--- src/design/lfsa_pkg.sv ---
// Shared types and constants for the linked free-list slot allocator.
// Holds request codes, request/result structs and the default-link helper.
// No dependencies.
package lfsa_pkg;

    localparam int SLOT_W         = 6;
    localparam int POOL_SLOTS_DEF = 32;
    localparam int CFG_RESET      = 32;
    localparam int MAX_RESULTS    = 32;

    localparam logic [SLOT_W-1:0] INVALID_LINK = 6'd63;

    // request type codes
    localparam logic [2:0] REQ_ALLOC_ONE   = 3'd0;
    localparam logic [2:0] REQ_ALLOC_CHAIN = 3'd1;
    localparam logic [2:0] REQ_FREE_ONE    = 3'd2;
    localparam logic [2:0] REQ_FREE_WALK   = 3'd3;
    localparam logic [2:0] REQ_FREE_HT     = 3'd4;
    localparam logic [2:0] REQ_REINIT      = 3'd5;

    // configuration register indexes
    localparam logic REG_SLOTS_IN_USE = 1'b0;

    typedef struct packed {
        logic [2:0]        req_type;
        logic [SLOT_W-1:0] count;
        logic [SLOT_W-1:0] link_in;
        logic [SLOT_W-1:0] slot_a;
        logic [SLOT_W-1:0] slot_b;
    } t_req;

    typedef struct packed {
        logic [SLOT_W-1:0] slot_out;
        logic              ok;
        logic              last;
    } t_res;

    // Link held by an entry that has not been written since the last relink
    function automatic logic [SLOT_W-1:0] default_link(input logic [SLOT_W-1:0] idx,
                                                       input logic [SLOT_W-1:0] active);
        logic [SLOT_W:0] nxt;
        nxt = {1'b0, idx} + {{SLOT_W{1'b0}}, 1'b1};
        if (nxt < {1'b0, active}) begin
            return nxt[SLOT_W-1:0];
        end
        return INVALID_LINK;
    endfunction

endpackage

--- src/design/lfsa_ram.sv ---
// Generic single-port synchronous RAM with registered read data.
// Used for the slot link table. No dependencies.
module lfsa_ram #(
    parameter int WIDTH = 6,
    parameter int DEPTH = 32
) (
    input  logic                     i_clk,
    input  logic [$clog2(DEPTH)-1:0] i_addr,
    input  logic                     i_we,
    input  logic [WIDTH-1:0]         i_wdata,
    output logic [WIDTH-1:0]         o_rdata
);

    logic [WIDTH-1:0] r_mem [DEPTH];
    logic [WIDTH-1:0] r_rdata;

    always_ff @(posedge i_clk) begin
        if (i_we) begin
            r_mem[i_addr] <= i_wdata;
        end
        r_rdata <= r_mem[i_addr];
    end

    assign o_rdata = r_rdata;

endmodule

--- src/design/linked_free_list_slot_allocator.sv ---
// Linked free-list slot allocator: one request at a time, results by strobe.
// Free one, free with tail, reinit and rejects answer straight from idle; alloc one reads
// the head's link, then pops it; alloc chain checks count slots in a first pass, then emits
// them in a second; an exhausted chain fails in the first pass; free by walking follows links.
// A new request is taken only in idle, once the last result is strobed; the receiver cannot stall.
// Reset and reinit clear all per-slot written flags together; there is no clearing pass.
// Depends on lfsa_pkg and lfsa_ram.
module linked_free_list_slot_allocator
    import lfsa_pkg::*;
#(
    parameter int POOL_SLOTS = POOL_SLOTS_DEF
) (
    input  logic        i_clk,
    input  logic        i_rst_n,
    // request channel
    input  logic        start,
    output logic        busy,
    input  t_req        i_req,
    // result channel
    output logic        o_res_valid,
    output t_res        o_res,
    // configuration port
    input  logic        psel,
    input  logic        penable,
    input  logic        pwrite,
    input  logic [2:0]  paddr,
    input  logic [31:0] pwdata,
    output logic [31:0] prdata,
    output logic        pready
);

    localparam int AW = $clog2(POOL_SLOTS);
    localparam logic [SLOT_W-1:0] POOL_MAX = SLOT_W'(POOL_SLOTS);
    localparam logic [SLOT_W-1:0] ACTIVE_RESET =
        (CFG_RESET > POOL_SLOTS) ? SLOT_W'(POOL_SLOTS) : SLOT_W'(CFG_RESET);
    localparam logic [SLOT_W-1:0] MAX_CNT = SLOT_W'(MAX_RESULTS);

    typedef enum logic [8:0] {
        S_IDLE = 9'b000000001,
        S_A_RD = 9'b000000010,
        S_A_WT = 9'b000000100,
        S_W_RD = 9'b000001000,
        S_W_WT = 9'b000010000,
        S_E_RD = 9'b000100000,
        S_E_WT = 9'b001000000,
        S_F_RD = 9'b010000000,
        S_F_WT = 9'b100000000
    } t_state;

    t_state              r_state, n_state;
    t_req                r_req, n_req;
    logic [SLOT_W-1:0]   r_cur, n_cur;
    logic [SLOT_W-1:0]   r_k, n_k;
    logic [SLOT_W-1:0]   r_head, n_head;
    logic [SLOT_W-1:0]   r_active, n_active;
    logic [POOL_SLOTS-1:0] r_written, n_written;
    logic                r_vld, n_vld;
    logic                r_out_valid, n_out_valid;
    t_res                r_res, n_res;
    logic [SLOT_W-1:0]   r_cfg;

    logic [AW-1:0]       mem_addr;
    logic                mem_we;
    logic [SLOT_W-1:0]   mem_wdata;
    logic [SLOT_W-1:0]   mem_rdata;
    logic [SLOT_W-1:0]   nxt;
    logic [SLOT_W-1:0]   cfg_clamped;
    logic                cfg_wr;

    // link table
    lfsa_ram #(
        .WIDTH(SLOT_W),
        .DEPTH(POOL_SLOTS)
    ) u_links (
        .i_clk  (i_clk),
        .i_addr (mem_addr),
        .i_we   (mem_we),
        .i_wdata(mem_wdata),
        .o_rdata(mem_rdata)
    );

    // configuration register
    assign pready = 1'b1;
    assign cfg_wr = psel && penable && pwrite && (paddr[2] == REG_SLOTS_IN_USE);
    assign prdata = (paddr[2] == REG_SLOTS_IN_USE) ? {26'd0, r_cfg} : 32'd0;

    always_ff @(posedge i_clk) begin
        if (!i_rst_n) begin
            r_cfg <= SLOT_W'(CFG_RESET);
        end else if (cfg_wr) begin
            r_cfg <= pwdata[SLOT_W-1:0];
        end
    end

    // managed slot count, saturated to 2..POOL_SLOTS
    always_comb begin
        if (r_cfg < SLOT_W'(2)) begin
            cfg_clamped = SLOT_W'(2);
        end else if (r_cfg > POOL_MAX) begin
            cfg_clamped = POOL_MAX;
        end else begin
            cfg_clamped = r_cfg;
        end
    end

    // link read back: unwritten entries hold their relinked default
    assign nxt = r_vld ? mem_rdata : default_link(r_cur, r_active);

    assign busy        = (r_state != S_IDLE);
    assign o_res_valid = r_out_valid;
    assign o_res       = r_res;

    // request sequencer
    always_comb begin
        n_state     = r_state;
        n_req       = r_req;
        n_cur       = r_cur;
        n_k         = r_k;
        n_head      = r_head;
        n_active    = r_active;
        n_written   = r_written;
        n_vld       = r_vld;
        n_out_valid = 1'b0;
        n_res       = r_res;
        mem_addr    = r_cur[AW-1:0];
        mem_we      = 1'b0;
        mem_wdata   = r_head;

        case (r_state)
            S_IDLE: begin
                if (start) begin
                    n_req       = i_req;
                    n_out_valid = 1'b1;
                    n_res       = '{slot_out: INVALID_LINK, ok: 1'b0, last: 1'b1};
                    case (i_req.req_type)
                        REQ_ALLOC_ONE: begin
                            if (r_head < r_active) begin
                                n_out_valid = 1'b0;
                                n_cur       = r_head;
                                n_state     = S_A_RD;
                            end
                        end
                        REQ_ALLOC_CHAIN: begin
                            if (i_req.count != '0 && i_req.count <= MAX_CNT) begin
                                n_out_valid = 1'b0;
                                n_cur       = r_head;
                                n_k         = '0;
                                n_state     = S_W_RD;
                            end
                        end
                        REQ_FREE_ONE: begin
                            if (i_req.slot_a < r_active) begin
                                mem_addr  = i_req.slot_a[AW-1:0];
                                mem_we    = 1'b1;
                                n_written[i_req.slot_a[AW-1:0]] = 1'b1;
                                n_head    = i_req.slot_a;
                                n_res.ok  = 1'b1;
                            end
                        end
                        REQ_FREE_WALK: begin
                            if (i_req.slot_a < r_active) begin
                                n_out_valid = 1'b0;
                                n_cur       = i_req.slot_a;
                                n_k         = '0;
                                n_state     = S_F_RD;
                            end
                        end
                        REQ_FREE_HT: begin
                            if (i_req.slot_a < r_active && i_req.slot_b < r_active) begin
                                mem_addr  = i_req.slot_b[AW-1:0];
                                mem_we    = 1'b1;
                                n_written[i_req.slot_b[AW-1:0]] = 1'b1;
                                n_head    = i_req.slot_a;
                                n_res.ok  = 1'b1;
                            end
                        end
                        REQ_REINIT: begin
                            n_written = '0;
                            n_active  = cfg_clamped;
                            n_head    = '0;
                            n_res.ok  = 1'b1;
                        end
                        default: begin
                        end
                    endcase
                end
            end

            // alloc one: fetch head's link, then pop it
            S_A_RD: begin
                n_vld   = r_written[r_cur[AW-1:0]];
                n_state = S_A_WT;
            end
            S_A_WT: begin
                mem_we      = 1'b1;
                mem_wdata   = r_req.link_in;
                n_written[r_cur[AW-1:0]] = 1'b1;
                n_head      = nxt;
                n_out_valid = 1'b1;
                n_res       = '{slot_out: r_cur, ok: 1'b1, last: 1'b1};
                n_state     = S_IDLE;
            end

            // alloc chain, first pass: check that count slots are free
            S_W_RD: begin
                if (r_cur >= r_active) begin
                    n_out_valid = 1'b1;
                    n_res       = '{slot_out: INVALID_LINK, ok: 1'b0, last: 1'b1};
                    n_state     = S_IDLE;
                end else begin
                    n_vld   = r_written[r_cur[AW-1:0]];
                    n_state = S_W_WT;
                end
            end
            S_W_WT: begin
                if (r_k + SLOT_W'(1) == r_req.count) begin
                    n_cur   = r_head;
                    n_k     = '0;
                    n_state = S_E_RD;
                end else begin
                    n_cur   = nxt;
                    n_k     = r_k + SLOT_W'(1);
                    n_state = S_W_RD;
                end
            end

            // alloc chain, second pass: emit slots, cut chain, move head
            S_E_RD: begin
                n_vld       = r_written[r_cur[AW-1:0]];
                n_out_valid = 1'b1;
                n_res       = '{slot_out: r_cur, ok: 1'b1,
                                last: (r_k + SLOT_W'(1) == r_req.count)};
                n_state     = S_E_WT;
            end
            S_E_WT: begin
                if (r_k + SLOT_W'(1) == r_req.count) begin
                    mem_we    = 1'b1;
                    mem_wdata = INVALID_LINK;
                    n_written[r_cur[AW-1:0]] = 1'b1;
                    n_head    = nxt;
                    n_state   = S_IDLE;
                end else begin
                    n_cur   = nxt;
                    n_k     = r_k + SLOT_W'(1);
                    n_state = S_E_RD;
                end
            end

            // free by walking: follow links to the tail, splice onto the list
            S_F_RD: begin
                n_vld   = r_written[r_cur[AW-1:0]];
                n_state = S_F_WT;
            end
            S_F_WT: begin
                if (nxt >= r_active) begin
                    mem_we      = 1'b1;
                    n_written[r_cur[AW-1:0]] = 1'b1;
                    n_head      = r_req.slot_a;
                    n_out_valid = 1'b1;
                    n_res       = '{slot_out: INVALID_LINK, ok: 1'b1, last: 1'b1};
                    n_state     = S_IDLE;
                end else if (r_k + SLOT_W'(1) == r_active) begin
                    // no tail within the managed slots: a loop
                    n_out_valid = 1'b1;
                    n_res       = '{slot_out: INVALID_LINK, ok: 1'b0, last: 1'b1};
                    n_state     = S_IDLE;
                end else begin
                    n_cur   = nxt;
                    n_k     = r_k + SLOT_W'(1);
                    n_state = S_F_RD;
                end
            end

            default: begin
                n_state = S_IDLE;
            end
        endcase
    end

    // control state
    always_ff @(posedge i_clk) begin
        if (!i_rst_n) begin
            r_state     <= S_IDLE;
            r_head      <= '0;
            r_active    <= ACTIVE_RESET;
            r_written   <= '0;
            r_out_valid <= 1'b0;
        end else begin
            r_state     <= n_state;
            r_head      <= n_head;
            r_active    <= n_active;
            r_written   <= n_written;
            r_out_valid <= n_out_valid;
        end
    end

    // payload and walk registers
    always_ff @(posedge i_clk) begin
        r_req <= n_req;
        r_cur <= n_cur;
        r_k   <= n_k;
        r_vld <= n_vld;
        r_res <= n_res;
    end

endmodule

--- config.mk ---
export PLATFORM = sky130hd
export DESIGN_NAME = linked_free_list_slot_allocator
export DESIGN_NICKNAME = d
export VERILOG_FILES = /design/src/design/lfsa_pkg.sv /design/src/design/lfsa_ram.sv /design/src/design/linked_free_list_slot_allocator.sv
export SDC_FILE = /design/constraint.sdc
export NUM_CORES = 1
export LEC_CHECK = 0
export BUFFER_PORTS_ARGS = -buffer_cell sky130_fd_sc_hd__buf_2
export CAP_MARGIN = 40
export CORE_MARGIN = 2
export CORE_UTILIZATION = 30
export CTS_CLUSTER_SIZE = 24
export DETAILED_ROUTE_END_ITERATION = 16
export RECOVER_POWER = 25
export SLEW_MARGIN = 0
export SYNTH_ARGS = -nofsm -noshare
export SYNTH_HDL_FRONTEND = slang
export SYNTH_SLANG_ARGS = --single-unit
--- constraint.sdc ---
create_clock -name i_clk -period 5.2 [get_ports i_clk]
set_input_delay 0 -clock i_clk [delete_from_list [all_inputs] [get_ports i_clk]]
set_output_delay 0 -clock i_clk [all_outputs]
set_load 0.005 [all_outputs]
* After elaboration in Yosys (flattened, before gate mapping) *
Memories as Yosys holds them, arrays and structs flattened. A register that Yosys moved wholly into a read port is not among the register bits.
Cells that the tools add are included.

storage, ports and cells
  register bits = 99
  output and inout port bits = 43
  RAM bits = 192
  logic and storage cells = 186
  memories = 1

memory list
  name           depth  width  read ports  clocked after memory_dff  write ports  line            source
  u_links.r_mem  32     6      1           1                         1            lfsa_ram.sv:14  logic [WIDTH-1:0] r_mem [DEPTH];

cells by class
  reduce and logical (&&, ||, !) cells = 24
  add/subtract/negate cells = 2
  order comparisons = 15
  multiplexer cells = 91
  eq/ne operators = 34
  bitwise logic cells = 4

operators by type and width
  cell                  count
  $mux W6               28
  $mux W32              5
  $pmux W32 S4          1
  $or A32 B32 Y32       3
  $pmux W32 S3          1
  $pmux W6 S4           3
  $pmux W9 S8           1
  $mux W8               6
  $pmux W8 S5           1
  $mux W9               4
  $pmux W6 S3           2
  $pmux W9 S3           1
  $mux W5               5
  $pmux W6 S2           2
  $mux W1               20
  $lt A5 B6 Y1 const B  3
  $lt A6 B6 Y1          3
  $ne A3 B3 Y1 const B  6
  $ne A2 B2 Y1 const B  8
  $demux W1 S5          3
  $ge A5 B1 Y1 const B  3
  $eq A6 B6 Y1          2
  $ge A6 B6 Y1          2
  $pmux W5 S2           1
  41 further kinds      56

* Longest topological paths before layout *
  depth after elaboration = 10
  gate-level depth with buffers = 23

* Cells and area by module *
Synthesis repeated with hierarchy kept, for this count alone.

second synthesis, totals
  cells, all modules = 1247
  area total of the unflattened synthesis = 14730.4 sq um

modules (own cells, without submodules)
  module                           instances  cells each  sequential area each (sq um)  area an instance (sq um)
  lfsa_ram                         1          447         5885.6                        7747.4
  linked_free_list_slot_allocator  1          800         2372.3                        6982.9

* Least setup slack after synthesis *
No wires, ideal clock.

  path kind = register -> register
  from = register r_cur[1]
  to = register r_res, in the netlist o_res[0] (enable)
  buffers on the path = 1
  data arrival time = 4925 ps
  stages on the path, launching flop included = 21
  period minus slack after synthesis = 5344 ps
  library setup time = 419 ps
  setup slack = -144 ps
  cells stage by stage = edfxtp_1 > clkbuf_1 > inv_1 > ha_1 > ha_1 > nor2b_1 > o21a_1 > o21a_1 > o21a_1 > o21ai_0 > nand2_1 > o22a_1 > ha_1 > a21o_1 > a21o_1 > a21o_1 > a21o_1 > a21oi_1 > o31a_1 > and2_1 > a2111oi_0

on the way
  longest elaborated chain between the ends = 8
  elaborated cells between the ends (all ways) = 11
  those cells by class = 1 x add/sub; 3 x order compare; 2 x eq/ne; 4 x mux; 1 x reduce/logical

RTL lines
  element                                 line                                    source
  start: declaration                      linked_free_list_slot_allocator.sv:52   logic [SLOT_W-1:0] r_cur, n_cur;
  start signal: assignment                linked_free_list_slot_allocator.sv:300  r_cur <= n_cur;
  $add A6 B1 Y7                           lfsa_pkg.sv:42                          nxt = {1'b0, idx} + {{SLOT_W{1'b0}}, 1'b1};
  $lt A7 B6 Y1                            lfsa_pkg.sv:43                          if (nxt < {1'b0, active}) begin
  $mux W1                                 lfsa_pkg.sv:43
  $mux W6                                 lfsa_pkg.sv:46                          return INVALID_LINK;
  $mux W6                                 linked_free_list_slot_allocator.sv:107  assign nxt = r_vld ? mem_rdata : default_link(r_cur, r_active);
  $ge A6 B6 Y1                            linked_free_list_slot_allocator.sv:255  if (nxt >= r_active) begin
  $ne A3 B3 Y1 (no source line)           n/a
  $reduce_and A4 Y1 (no source line) (*)  n/a
  end signal: assignment                  linked_free_list_slot_allocator.sv:303  r_res <= n_res;
  end: declaration                        linked_free_list_slot_allocator.sv:59   t_res r_res, n_res;

Every way passes the cells marked *; elsewhere a longest branch is shown, timed or not. The select of a mux whose other input is x is not followed.
A chain may end at the register's enable or synchronous reset.

* Worst setup path in the final report *
  from = register r_cur[1]
  to = memory u_links.r_mem[2][0] (enable)

on the way
  longest elaborated chain between the ends = 10
  elaborated cells between the ends (all ways) = 16
  those cells by class = 1 x add/sub; 2 x order compare; 13 x mux

RTL lines
  element                        line                                    source
  $add A6 B1 Y7                  lfsa_pkg.sv:42
  $lt A7 B6 Y1                   lfsa_pkg.sv:43
  $mux W1                        lfsa_pkg.sv:43
  $mux W6                        lfsa_pkg.sv:46
  $mux W6                        linked_free_list_slot_allocator.sv:107
  $ge A6 B6 Y1                   linked_free_list_slot_allocator.sv:255
  $mux W1                        linked_free_list_slot_allocator.sv:255
  $pmux W1 S4                    linked_free_list_slot_allocator.sv:129  case (r_state)
  $mux W1                        lfsa_ram.sv:18                          if (i_we) begin
  $mux W1 (not written as such)  lfsa_ram.sv:19                          r_mem[i_addr] <= i_wdata;
  end: declaration               lfsa_ram.sv:14

Several ways; a longest one is shown, not always the timed one. The select of a mux whose other input is x is not followed.

==> run metrics <==
Worst-Skew Late Latency 0.59 ns; Worst Max-Slew Pin Slew 1.697 ns; Filler cells 4,738; post-route cell area 17,030 um^2; run status finished, violations left; Slew headroom -13.10%; R2R cell count 23; vias in the first global route 10,767; asr flop ratio synth 0%; fin nets 1,485; maxcap violations 3; slowest stage delay, CP 0.43 ns; number of synthesized flops with an enable pin 231; top cells by area, synth edfxtp_1, dfxtp_1, mux2i_1; Startpoint Class register; Sequential Power Share 37.2%; Max rail drop VDD 0.2668 mV; hold path endpoint r_written[6]; combinational share of power 36.3%; final setup TNS 0 ns; post-synthesis cell type count 81; Syn Area/Cell 11.50 um^2; Crit path top cell by count a21o_1; cts bufs inserted 31; DR vias 10,833; most frequent cell after synthesis edfxtp_1; Hold WC Path Type in2reg; Worst Hold Depth 4; gr usage total 15.98%; multi-input logic area 5967 um^2; critical path endpoint category register; share of the synthesized area in the top cell type 47.31%; layout cell share with drive strength beyond 1 12.90%; pwr dens 473.5 nW/um^2; YS warnings 0; Internal 5.144 mW; Seq/Total Area, Yosys 56.32%; failing checks capacitance limit, slew limit; CP Class reg2reg; IO buf count 55; min cycle time layout 4.900 ns; Sink Count 297; FF+latch count, synth 297; RSZ-0062 raised after global routing false; worst hold slack 0.05360 ns; total wire length 40,730 um; Crit path arrival time 5.22 ns; io pins 111; RePlAce Congestion 0.8899; final hold violations 0; Synth Flop Type edfxtp_1; DP Area 15,760 um^2; initial antenna violation count 0; clock slew at reported path FFs 0.06 ns; most frequent cells after synthesis edfxtp_1, nand2_1, nor2_1, a21oi_1, dfxtp_1; HPWL after detailed placement 27,040 um; DR WL/cell 20.11 um; Leak 5.964 nW; gr ovfl total 0; Detail Route Antenna Nets 0; Clock Skew 0.01034 ns; Starting Density 30.20%; start of the worst register-to-register path r_cur[1]; final setup vio count 0; crit path max fanout 6; Final Max Slew Viols 99; CTS max path bufs 3; r2r setup slk 0.30 ns; Die ar. 50,660 um^2; H-tree lvl count 1; DIE WIDTH 225.1 um; Synth-to-Final Area Change 16.16%; # rows 81; worst r2r dst u_links.r_mem[2][0]; Die Y-Extent 225.1 um; First-pass DRT Iterations 5; Psw 2.920 mW; fmax 204.1 MHz; Initial DRC Count 1,046; total stage count of the critical path 23; CTS tree built; WP data required 5.52 ns; Register Area 8258 um^2; residual DRC count 0; clock share of power 26.5%; Root Driver clkbuf_16; Sw Share 36.21%; crit path buf inv count 3; period utilisation layout 94.24%; leading area contributor after synthesis edfxtp_1; Largest delay share family, worst path compound AO/OA/AOI/OAI gates; Worst Hold Launch i_req[2]; largest net degree at the start of global routing 61; Mapped Cells 1,275; vias per cell 5.350; diode count 0; CP cell instances inv_1, ha_1, ha_1, nor2b_1, o21a_1, o21a_1, o21a_1, o21ai_0, nand2_1, o22ai_1, ha_1, nand2b_1, a21o_1, a21o_1, a21o_1, a21o_1, a21oi_1, nand2b_1, nand4_1, buf_4, nand3_1, buf_4, nor2_1; first-pass GRT wire length 63,230 um; Post-Syn Area 14,660 um^2; core area 48,550 um^2; slowest CP cell edfxtp_1
## through the flow
| stage | util (%) | total power, mW | setup WS [ns] | instances |
|---|---|---|---|---|
| 2_1_floorplan | - | 4.945 | 0.2201 | 1300 |
| 5_1_grt | 35.09 | 8.445 | 0.06459 | 2025 |
| 6_report | 35.09 | 8.064 | 0.2995 | 2025 |
| 4_1_cts | 35.15 | 8.079 | 0.1244 | 2024 |
| 3_3_place_gp | 32.47 | 5.888 | 0.3460 | 1933 |
| 3_5_place_dp | 32.47 | 5.923 | 0.1705 | 1933 |
## power by group through the flow
stage | clock network [mW] | logic, mW | registers, mW
floorplan | 0 | 1.95 | 2.99
global placement | 0 | 2.84 | 3.05
detailed placement | 0 | 2.88 | 3.05
CTS | 2.17 | 2.91 | 3.00
global route | 2.26 | 3.16 | 3.02
finish | 2.13 | 2.93 | 3.00
## area by class of cell
cell class	count	share of cell area, %
Clock buffer	38	4.767
Timing Repair Buffer	139	5.722
Inverter	25	0.5509
Clock inverter	19	0.8742
Sequential cell	297	48.48
Multi-Input combinational cell	885	35.03
Tap cell	622	4.569
## routing by layer
layer,part of all wire [%],global-route usage [%],vias to the layer above
met2,47,26.68,441
met3,6.4,2.334,85
li1,-,-,5010
met5,0,0,-
met1,43,21.43,5297
met4,2.7,4.935,0
## cells in the final DEF, fill, tap and decap left out, types with 6 or more instances in the layout
master / instances
clkbuf_16: 31
edfxtp_1: 231
mux2i_1: 50
o31ai_1: 7
o22ai_1: 27
nor3_1: 40
xnor2_1: 13
nor2b_1: 23
xor2_1: 9
buf_4: 44
a311oi_1: 15
mux2_2: 14
nand2_1: 104
nand2b_1: 23
mux4_2: 20
a221o_1: 14
a211oi_1: 7
a21oi_1: 95
a21o_1: 13
nor2_1: 104
nand4_1: 9
buf_2: 31
dlygate4sd3_1: 34
clkinv_1: 12
nor3b_1: 11
nor4_1: 7
clkbuf_1: 31
a22oi_1: 13
and3_1: 10
nand3_1: 42
inv_1: 22
o21ai_0: 63
ha_1: 38
a31oi_1: 6
or4_1: 6
dfxtp_1: 66
conb_1: 27
## repair_timing
action | 4_1_cts | 5_1_grt
resized for setup | 0 | 3
setup endpoints to repair | 0 | 143
hold buffers | 34 | 0
endpoints found under the hold margin | 43 | 0
setup buffers | 0 | 1
## registers in the layout, summed over array words and instances (netlist names)
| name | cells |
|---|---|
| u_links.r_mem | 192 |
| r_written | 32 |
| r_req | 18 |
| r_state | 9 |
| o_res | 8 |
| r_active | 6 |
| r_cfg | 6 |
| r_cur | 6 |
| r_head | 6 |
| r_k | 6 |
| u_links.o_rdata | 6 |
| o_res_valid | 1 |
| r_vld | 1 |
## worst max path at each step
stage / from / to / slack [ns]
floorplan: r_cur[1] / o_res[0] / 0.22
global placement: r_cur[1] / u_links.r_mem[21][3] / 0.35
detailed placement: r_cur[1] / u_links.r_mem[21][4] / 0.17
CTS: r_cur[1] / u_links.r_mem[21][2] / 0.12
global route: r_cur[1] / r_written[13] / 0.06
finish: r_cur[1] / u_links.r_mem[2][0] / 0.30
## cells by family after synthesis
| logic type | synth area share (%) |
|---|---|
| simple gates | 13.97 |
| compound gates | 13.65 |
| flops | 56.32 |
| buf+inv | 3.891 |
| mux | 7.560 |
| fa+ha+maj | 3.243 |
| xor+xnor | 1.314 |
| other cells | 0.05122 |
## worst register-to-register path, cell delays in order, from the launching register on
cell and delay [ns]:
edfxtp_1 0.43, inv_1 0.16, ha_1 0.27, ha_1 0.27, nor2b_1 0.14, o21a_1 0.18, o21a_1 0.17, o21a_1 0.17
o21ai_0 0.16, nand2_1 0.16, o22ai_1 0.26, ha_1 0.28, nand2b_1 0.14, a21o_1 0.18, a21o_1 0.18, a21o_1 0.18
a21o_1 0.17, a21oi_1 0.22, nand2b_1 0.17, nand4_1 0.10, buf_4 0.23, nand3_1 0.11, buf_4 0.17, nor2_1 0.14
(Power assumes the default switching activity.)
